`src/ngga_pkg.sv`:
```
package ngga_pkg;

	localparam logic [7:0] CHAR_DOLLAR = 8'h24;
	localparam logic [7:0] CHAR_LF     = 8'h0a;
	localparam logic [7:0] CHAR_STAR   = 8'h2a;
	localparam logic [7:0] CHAR_G      = 8'h47;
	localparam logic [7:0] CHAR_P      = 8'h50;
	localparam logic [7:0] CHAR_N      = 8'h4e;
	localparam logic [7:0] CHAR_A      = 8'h41;
	localparam logic [7:0] HEADER_LEN  = 8'd6;

	localparam logic [7:0] BLANK_LIMIT_RST = 8'd32;
	localparam logic [7:0] MAX_LENGTH_RST  = 8'd127;

	typedef enum logic [0:0] {
		REG_BLANK_LIMIT = 1'b0,
		REG_MAX_LENGTH  = 1'b1
	} reg_idx_t;

	typedef enum logic [4:0] {
		PH_IDLE   = 5'b00001,
		PH_HEADER = 5'b00010,
		PH_DATA   = 5'b00100,
		PH_CK1    = 5'b01000,
		PH_CK2    = 5'b10000
	} phase_t;

	typedef struct packed {
		logic in_sentence;
		logic sentence_start;
		logic sentence_end;
		logic discard;
		logic no_data;
		logic overflow;
	} tag_t;

	typedef struct packed {
		phase_t     phase;
		logic [7:0] len;
		logic [7:0] blank;
	} fstate_t;

endpackage

```
`src/ngga_step.sv`:
```
module ngga_step (
	input  ngga_pkg::fstate_t cur,
	input  logic [7:0]        rx,
	input  logic [7:0]        blank_limit,
	input  logic [7:0]        max_length,
	output ngga_pkg::fstate_t nxt,
	output ngga_pkg::tag_t    tag
);
	import ngga_pkg::*;

	logic [8:0] len_p1;
	logic       acc_ok;
	logic       idle_acc_ok;
	logic [7:0] blank_inc;
	logic       blank_hit;
	logic       is_lf;
	logic       is_letter;
	fstate_t    idle_s;
	tag_t       idle_t;
	fstate_t    data_s;
	tag_t       data_t;

	assign len_p1      = {1'b0, cur.len} + 9'd1;
	assign acc_ok      = len_p1 <= {1'b0, max_length};
	assign idle_acc_ok = max_length != 8'd0;
	assign blank_inc   = (cur.blank == 8'hff) ? cur.blank : cur.blank + 8'd1;
	assign blank_hit   = blank_inc >= blank_limit;
	assign is_lf       = rx == CHAR_LF;
	assign is_letter   = rx == CHAR_G || rx == CHAR_P || rx == CHAR_N || rx == CHAR_A;

	// byte seen while idle; candidate length is zero, or one for an accepted dollar
	always_comb begin
		idle_s       = '{phase: PH_IDLE, len: 8'd0, blank: 8'd0};
		idle_t       = '0;
		if (is_lf) begin
			idle_s.blank   = blank_hit ? 8'd0 : blank_inc;
			idle_t.no_data = blank_hit;
		end else if (rx == CHAR_DOLLAR) begin
			if (idle_acc_ok) begin
				idle_s.phase          = PH_HEADER;
				idle_s.len            = 8'd1;
				idle_t.in_sentence    = 1'b1;
				idle_t.sentence_start = 1'b1;
			end else begin
				idle_t.overflow = 1'b1;
				idle_t.discard  = 1'b1;
			end
		end
	end

	// byte seen in the data part
	always_comb begin
		data_s = '{phase: PH_DATA, len: cur.len, blank: 8'd0};
		data_t = '0;
		if (is_lf) begin
			data_s.blank   = blank_hit ? 8'd0 : blank_inc;
			data_t.no_data = blank_hit;
			if (blank_hit) begin
				data_t.discard = 1'b1;
				data_s.phase   = PH_IDLE;
				data_s.len     = 8'd0;
			end
		end else if (acc_ok) begin
			data_s.len         = len_p1[7:0];
			data_t.in_sentence = 1'b1;
			if (rx == CHAR_STAR) begin
				data_s.phase = PH_CK1;
			end
		end else begin
			data_t.overflow = 1'b1;
			data_t.discard  = 1'b1;
			data_s.phase    = PH_IDLE;
			data_s.len      = 8'd0;
		end
	end

	always_comb begin
		nxt = cur;
		tag = '0;
		unique case (cur.phase)
			PH_HEADER: begin
				if (is_letter) begin
					nxt.blank = 8'd0;
					if (acc_ok) begin
						nxt.len         = len_p1[7:0];
						tag.in_sentence = 1'b1;
					end else begin
						tag.overflow = 1'b1;
						tag.discard  = 1'b1;
						nxt.phase    = PH_IDLE;
						nxt.len      = 8'd0;
					end
				end else if (cur.len >= HEADER_LEN) begin
					nxt = data_s;
					tag = data_t;
				end else begin
					nxt         = idle_s;
					tag         = idle_t;
					tag.discard = 1'b1;
				end
			end
			PH_DATA: begin
				nxt = data_s;
				tag = data_t;
			end
			PH_CK1, PH_CK2: begin
				nxt.blank = is_lf ? cur.blank : 8'd0;
				if (acc_ok) begin
					tag.in_sentence = 1'b1;
					if (cur.phase == PH_CK1) begin
						nxt.phase = PH_CK2;
						nxt.len   = len_p1[7:0];
					end else begin
						tag.sentence_end = 1'b1;
						nxt.phase        = PH_IDLE;
						nxt.len          = 8'd0;
					end
				end else begin
					tag.overflow = 1'b1;
					tag.discard  = 1'b1;
					nxt.phase    = PH_IDLE;
					nxt.len      = 8'd0;
				end
			end
			default: begin
				nxt = idle_s;
				tag = idle_t;
			end
		endcase
	end

endmodule

```
`src/nmea_gga_sentence_extractor.sv`:
```
// NMEA GGA sentence extractor.
// Input channel: byte_valid / byte_stall carry rx_byte, one receiver byte per
// request. Output channel: tag_valid / tag_stall carry the same byte as
// out_byte plus its tags: in_sentence, sentence_start, sentence_end, discard,
// no_data and overflow. Every input byte yields exactly one output request.
// Configuration: cfg_we writes cfg_data into blank_limit (index 0) or
// max_length (index 1); write only while no byte is in flight.
// Path: an accepted byte passes through the input register and then the result
// register before it is presented at the output.
// Throughput: one byte per cycle while tag_stall is low. The framing state
// (phase, length, line-feed count) is updated by a single pass of compare
// logic from the input register into the result register.
// Stall: when tag_stall holds the result register, the input register still
// drains into it as soon as it frees up; byte_stall rises only when both
// registers are full and the output is stalled.
// Reset: arst_n clears both valids, returns the framer to idle with zero
// counts, and restores blank_limit to 32 and max_length to 127.
module nmea_gga_sentence_extractor (
	input  logic       clk,
	input  logic       arst_n,
	input  logic       cfg_we,
	input  logic [0:0] cfg_index,
	input  logic [7:0] cfg_data,
	input  logic       byte_valid,
	output logic       byte_stall,
	input  logic [7:0] rx_byte,
	output logic       tag_valid,
	input  logic       tag_stall,
	output logic [7:0] out_byte,
	output logic       in_sentence,
	output logic       sentence_start,
	output logic       sentence_end,
	output logic       discard,
	output logic       no_data,
	output logic       overflow
);
	import ngga_pkg::*;

	logic [7:0] blank_limit_q;
	logic [7:0] max_length_q;
	logic       valid_s1;
	logic [7:0] byte_s1;
	logic       valid_s2;
	logic [7:0] byte_s2;
	tag_t       tag_s2;
	fstate_t    state_q;
	fstate_t    state_nxt;
	tag_t       tag_nxt;
	logic       advance;
	logic       take;

	// move s1 into s2 whenever the result register is empty or being drained
	assign advance    = valid_s1 && (!valid_s2 || !tag_stall);
	assign byte_stall = valid_s1 && !advance;
	assign take       = byte_valid && !byte_stall;

	always_ff @(posedge clk or negedge arst_n) begin
		if (!arst_n) begin
			blank_limit_q <= BLANK_LIMIT_RST;
			max_length_q  <= MAX_LENGTH_RST;
		end else if (cfg_we) begin
			unique case (reg_idx_t'(cfg_index))
				REG_BLANK_LIMIT: blank_limit_q <= cfg_data;
				REG_MAX_LENGTH:  max_length_q  <= cfg_data;
				default: ;
			endcase
		end
	end

	// input register: hold the request until the step logic consumes it
	always_ff @(posedge clk or negedge arst_n) begin
		if (!arst_n) begin
			valid_s1 <= 1'b0;
		end else if (take) begin
			valid_s1 <= 1'b1;
		end else if (advance) begin
			valid_s1 <= 1'b0;
		end
	end

	always_ff @(posedge clk) begin
		if (take) begin
			byte_s1 <= rx_byte;
		end
	end

	ngga_step u_step (
		.cur         (state_q),
		.rx          (byte_s1),
		.blank_limit (blank_limit_q),
		.max_length  (max_length_q),
		.nxt         (state_nxt),
		.tag         (tag_nxt)
	);

	// framing state advances only with a byte that moves into the result register
	always_ff @(posedge clk or negedge arst_n) begin
		if (!arst_n) begin
			state_q <= '{phase: PH_IDLE, len: 8'd0, blank: 8'd0};
		end else if (advance) begin
			state_q <= state_nxt;
		end
	end

	always_ff @(posedge clk or negedge arst_n) begin
		if (!arst_n) begin
			valid_s2 <= 1'b0;
		end else if (advance) begin
			valid_s2 <= 1'b1;
		end else if (!tag_stall) begin
			valid_s2 <= 1'b0;
		end
	end

	always_ff @(posedge clk) begin
		if (advance) begin
			byte_s2 <= byte_s1;
			tag_s2  <= tag_nxt;
		end
	end

	assign tag_valid      = valid_s2;
	assign out_byte       = byte_s2;
	assign in_sentence    = tag_s2.in_sentence;
	assign sentence_start = tag_s2.sentence_start;
	assign sentence_end   = tag_s2.sentence_end;
	assign discard        = tag_s2.discard;
	assign no_data        = tag_s2.no_data;
	assign overflow       = tag_s2.overflow;

	// an aborted byte is never part of the candidate
	assert property (@(posedge clk) disable iff (!arst_n)
		valid_s2 && tag_s2.overflow |-> tag_s2.discard && !tag_s2.in_sentence)
		else $error("overflow without discard or with byte accepted");

	// a start tag only ever marks the dollar sign, and the dollar is taken
	assert property (@(posedge clk) disable iff (!arst_n)
		valid_s2 && tag_s2.sentence_start |-> byte_s2 == CHAR_DOLLAR && tag_s2.in_sentence)
		else $error("sentence_start on a byte that is not an accepted dollar");

	// a closing checksum character returns the framer to idle
	assert property (@(posedge clk) disable iff (!arst_n)
		advance && tag_nxt.sentence_end |=> state_q.phase == PH_IDLE && state_q.len == 8'd0)
		else $error("framer not idle after sentence end");

	// no_data always clears the line-feed run
	assert property (@(posedge clk) disable iff (!arst_n)
		advance && tag_nxt.no_data |=> state_q.blank == 8'd0)
		else $error("line-feed count not cleared after no_data");

	// the framing state moves only together with a byte
	assert property (@(posedge clk) disable iff (!arst_n)
		!advance |=> $stable(state_q))
		else $error("framing state changed without a byte");

endmodule
```
`config.mk`:
```
export PLATFORM = sky130hd
export DESIGN_NAME = nmea_gga_sentence_extractor
export DESIGN_NICKNAME = d
export VERILOG_FILES = /design/src/ngga_pkg.sv /design/src/ngga_step.sv /design/src/nmea_gga_sentence_extractor.sv
export SDC_FILE = /design/constraint.sdc
export NUM_CORES = 1
export LEC_CHECK = 0
export BUFFER_PORTS_ARGS = -buffer_cell sky130_fd_sc_hd__clkbuf_2
export CAP_MARGIN = 25
export CELL_PAD_IN_SITES_DETAIL_PLACEMENT = 0
export CELL_PAD_IN_SITES_GLOBAL_PLACEMENT = 1
export CORE_ASPECT_RATIO = 0.5
export CORE_MARGIN = 10
export CORE_UTILIZATION = 36
export CTS_BUF_LIST = sky130_fd_sc_hd__clkbuf_4 sky130_fd_sc_hd__clkbuf_8 sky130_fd_sc_hd__clkbuf_16
export CTS_CLUSTER_DIAMETER = 40
export DETAILED_ROUTE_END_ITERATION = 16
export HOLD_SLACK_MARGIN = 0.15
export PLACE_DENSITY = 0.62
export SKIP_CTS_REPAIR_TIMING = 1
export SYNTH_ARGS = -nofsm -noshare
export SYNTH_HDL_FRONTEND = slang
export SYNTH_HIERARCHICAL = 1
export SYNTH_SLANG_ARGS = --single-unit
```
`constraint.sdc`:
```
create_clock -name clk -period 3.62 [get_ports clk]
set_input_delay 0.181 -clock clk [delete_from_list [all_inputs] [get_ports clk]]
set_output_delay 0.181 -clock clk [all_outputs]
set_load 0.02 [all_outputs]
```
* Yosys cells after proc, flatten, opt, wreduce, memory -nomap -nowiden
Cells that the tools add are included.
** Cells by class
- Add/sub/neg operators :: 2
- Order comparisons :: 3
- Equality and inequality tests :: 15
- Mux-type cells :: 48
- Bitwise logic cells :: 1
- Reduce and logical (&&, ||, !) cells :: 19
** Operator list (count)
- $mux W13 :: 5
- $pmux W21 S3 :: 1
- $mux W21 :: 2
- $mux W8 :: 5
- $eq A8 B7 Y1 const B :: 4
- $mux W1 :: 20
- $eq A8 B6 Y1 const B :: 2
- $mux W12 :: 1
- $mux W11 :: 1
- $mux W10 :: 1
- $add A8 B1 Y9 const B :: 1
- $le A9 B8 Y1 :: 1
- $add A8 B1 Y8 const B :: 1
- $eq A8 B4 Y1 const B :: 1
- $eq A8 B8 Y1 const B :: 1
- $ge A8 B3 Y1 const B :: 1
- $ge A8 B8 Y1 :: 1
- $mux W2 :: 4
- $reduce_and A2 Y1 :: 4
- $reduce_bool A8 Y1 :: 1
- $mux W6 :: 1
- $pmux W1 S3 :: 2
- $pmux W2 S3 :: 1
- $eq A5 B2 Y1 const B :: 1
- other kinds (16) :: 25
** Storage, ports and cells
- Register bits :: 61

* Depth between registers and ports, before layout
- Depth in word-level cells :: 8
- Gate-level depth with buffers :: 15
- Mapped depth without buffers :: 15

* By module
The synthesis kept the hierarchy.
** Modules (own cells, without submodules)
- nmea_gga_sentence_extractor :: instances 1, cells each 109, area an instance 2150.8 µm²
- ngga_step :: instances 1, cells each 242, area an instance 1525.2 µm²

* Worst setup path before layout
Ideal clock, no wire load.
- Path kind :: register -> register
- From :: register state_q[0] (netlist name)
- To :: register state_q[4] (netlist name)
- Setup time :: 65 ps
- Arrival :: 2952 ps
- Data required time :: 3555 ps
- Slack :: 604 ps
- Cell stages (with the launch flop) :: 15
- Path buffers :: 0
- Period minus slack after synthesis :: 3016 ps
- Cells stage by stage :: dfrtp_1 > ha_1 > and4_1 > nand3_1 > nand4_1 > xnor2_1 > ha_1 > or4_1 > a21oi_1 > o31a_1 > nand4_1 > nor2b_1 > o21ai_0 > o31ai_1 > mux2_2
** RTL lines
- start, declared :: line nmea_gga_sentence_extractor.sv:46 : fstate_t state_q;
- start signal, assigned :: line nmea_gga_sentence_extractor.sv:99 : state_q <= '{phase: PH_IDLE, len: 8'd0, blank: 8'd0};
- start signal, assigned :: line nmea_gga_sentence_extractor.sv:101 : state_q <= state_nxt;

==> results.toml <==
[run]
cap_violations = 0

[drt]
wl_um = 8472
drt-pass1-iter-count = 4
viasPerCell = 5.018
vias = 2795
drtIter0Drc = 117
drc = 0
wl_per_cell_um = 15.21
ant_nets = 0

[layout]
fin_cells = 557
mostFrequentLayoutCell = "nand2_1"
num_antenna_cells = 0
nFillCells = 921
nets = 458
final_cell_mix = "nand2_1, mux2_2, clkbuf_2"
area_delta_synth_final_pct = 23.89
drive_above_1_share_pct = 28.20

[grt]
grt_pass1_wl_um = 13970
globalRouteOverflowTotal = 0
grt_max_degree = 40
grt_use_total_pct = 11.56
grt_pass1_vias = 2783
antenna_found_initial = 0

[yosys]
syn_inst = 351
seq_area_frac_synth_pct = 44.83
netlist_area_um2 = 3676
yosys_warnings = 6
synth-seq-cells = 61
post_synth.cell_area_avg_um2 = 10.47
synth_nets = 392
synth_edf_count = 22
yosys.cell_types.count = 51
synth_flop_cell = "dfrtp_1"
postSynth.asyncResetShare_pct = 63.93

[placement]
port_buffers = 37
place_inst = 521
hpwl_um = 6234
gp_congestion = 0.8181

[die]
core_area_um2 = 9697
rows = 25
die_area_um2 = 14900
die-width_um = 162.9
io_pins = 38
initial_utilization_pct = 37.91
die-height_um = 91.46

[pwr]
leakagePower_nw = 2.118
vdd_drop_max_v = 0.0002312
powerDensity_nw_per_um2 = 418.9

[timing]
worstMarginPinSlew_ps = 727.5
hold_violations = 0
fin_skew_ps = 4.543
period_needed_ps = 3293
slew_headroom_pct = 51.40
max_freq_mhz = 303.7
whs_ps = 136.8
rsz0062_at_grt = "false"
fin_setup_tns_ps = 0
setup_viol = 0
finalCritPeriodShare_pct = 90.97
drv_slew = 0

[critical_path]
critPathMaxStageDelay_ps = 460
cp.arrival_ps = 3540
cp_cell_sequence = "ha_1 -> and4_1 -> nand3_2 -> nand4_1 -> xnor2_1 -> ha_1 -> or4_1 -> a21oi_1 -> o31a_1 -> a21oi_1 -> o31ai_1 -> a21oi_1 -> mux2_2"
worstPathRequired_ps = 3870
end_kind = "flip-flop"
slowest_stage = "or4_1"
critPathMaxFanout = 7
worstSetupPathType = "reg2reg"
startpoint_type = "flip-flop"
timing.critical_path.mode_cell = "a21oi_1"

[clock_tree]
clk-insertion-delay-late_ps = 320
h-tree-depth = 3
cts_buffer_depth = 2
clock-root-buffer = "clkbuf_16"
cts_buffers = 9
cts_tree = "done"
clkSlewWorstSetupHoldPaths_ps = 60
cts_sinks = 61

[min_path]
hp-class = "in2reg"

[status]
outcome = "complete, no violations"
worst paths after layout:
check,startpoint,end,slack (ps),cells past startpoint
hold / removal,tag_stall,tag_valid,140,2
max in group asynchronous,arst_n,state_q[16],2800,3
hold reg to reg,byte_s1[6],out_byte[6],490,0
min in group asynchronous,arst_n,blank_limit_q[4],280,2
setup / recovery,state_q[0],state_q[16],330,13
setup reg to reg,state_q[0],state_q[16],330,13
Yosys cell counts, drive strengths merged (6+ instances only):
cell type	n	share of area [%]
a21o	12	2.5
a21oi	18	2.5
buf	6	1.6
dfrtp	30	20
dfstp	9	6.4
edfxtp	22	18
ha	19	6.5
inv	21	2.1
mux2	37	11
nand2	39	4.0
nand2b	7	1.2
nand3	16	2.2
nor2	18	2.0
nor3	11	1.5
o21ai	14	1.9
o31ai	6	1.6
or2	7	1.2
xor2	6	1.4
layer usage:
layer / GRT usage (%) / wire length [um]
met5: 0 / 0
met1: 15.37 / 4261
met3: 3.423 / 411
met4: 3.582 / 60
met2: 17.63 / 3739
layout make-up:
type / count / area, um2 / share of cell area [%]
Clock buffer: 9 / 225.2 / 4.945
Timing Repair Buffer: 62 / 450.4 / 9.890
Sequential cell: 61 / 1648 / 36.18
Inverter: 21 / 78.83 / 1.731
Clock inverter: 7 / 90.09 / 1.978
Tap cell: 135 / 168.9 / 3.709
Multi-Input combinational cell: 262 / 1893 / 41.57
through the flow:
stage | setup slack [ps] | power, mW | instance area (um2) | util (%)
after floorplan | 603.5 | 0.9264 | 3676 | -
after global placement | 260.0 | 0.9849 | 3999 | 41.24
after detailed placement | 100.2 | 0.9955 | 4026 | 41.52
after CTS | 74.63 | 1.915 | 4342 | 44.77
after global routing | 67.31 | 1.990 | 4554 | 46.97
final | 327.0 | 1.908 | 4554 | 46.97
critical path: cells and delay by family, from the launching register on:
family	cells	cell delay [ps]
compound gates	5	890
xor+xnor	1	90
fa+ha+maj	2	450
flops	1	450
mux	1	280
simple gates	4	1050
report_power, final:
| part | switching (mW) | internal [mW] |
|---|---|---|
| combinational | 0.100 | 0.0921 |
| clock | 0.312 | 0.598 |
| sequential | 0.0288 | 0.776 |
| total | 0.441 | 1.47 |
logic make-up after synthesis:
| group | share of synthesized area (%) |
|---|---|
| buf+inv | 3.812 |
| simple gates | 18.38 |
| fa+ha+maj | 6.467 |
| xor+xnor | 2.382 |
| compound gates | 12.25 |
| flops | 44.83 |
| mux | 11.88 |
flip-flops by register name, indices dropped and copies added (netlist names), 8 cells and up:
register / count
blank_limit_q: 8
byte_s1: 8
max_length_q: 8
out_byte: 8
state_q: 21
Power figures use the tool's default switching activity.
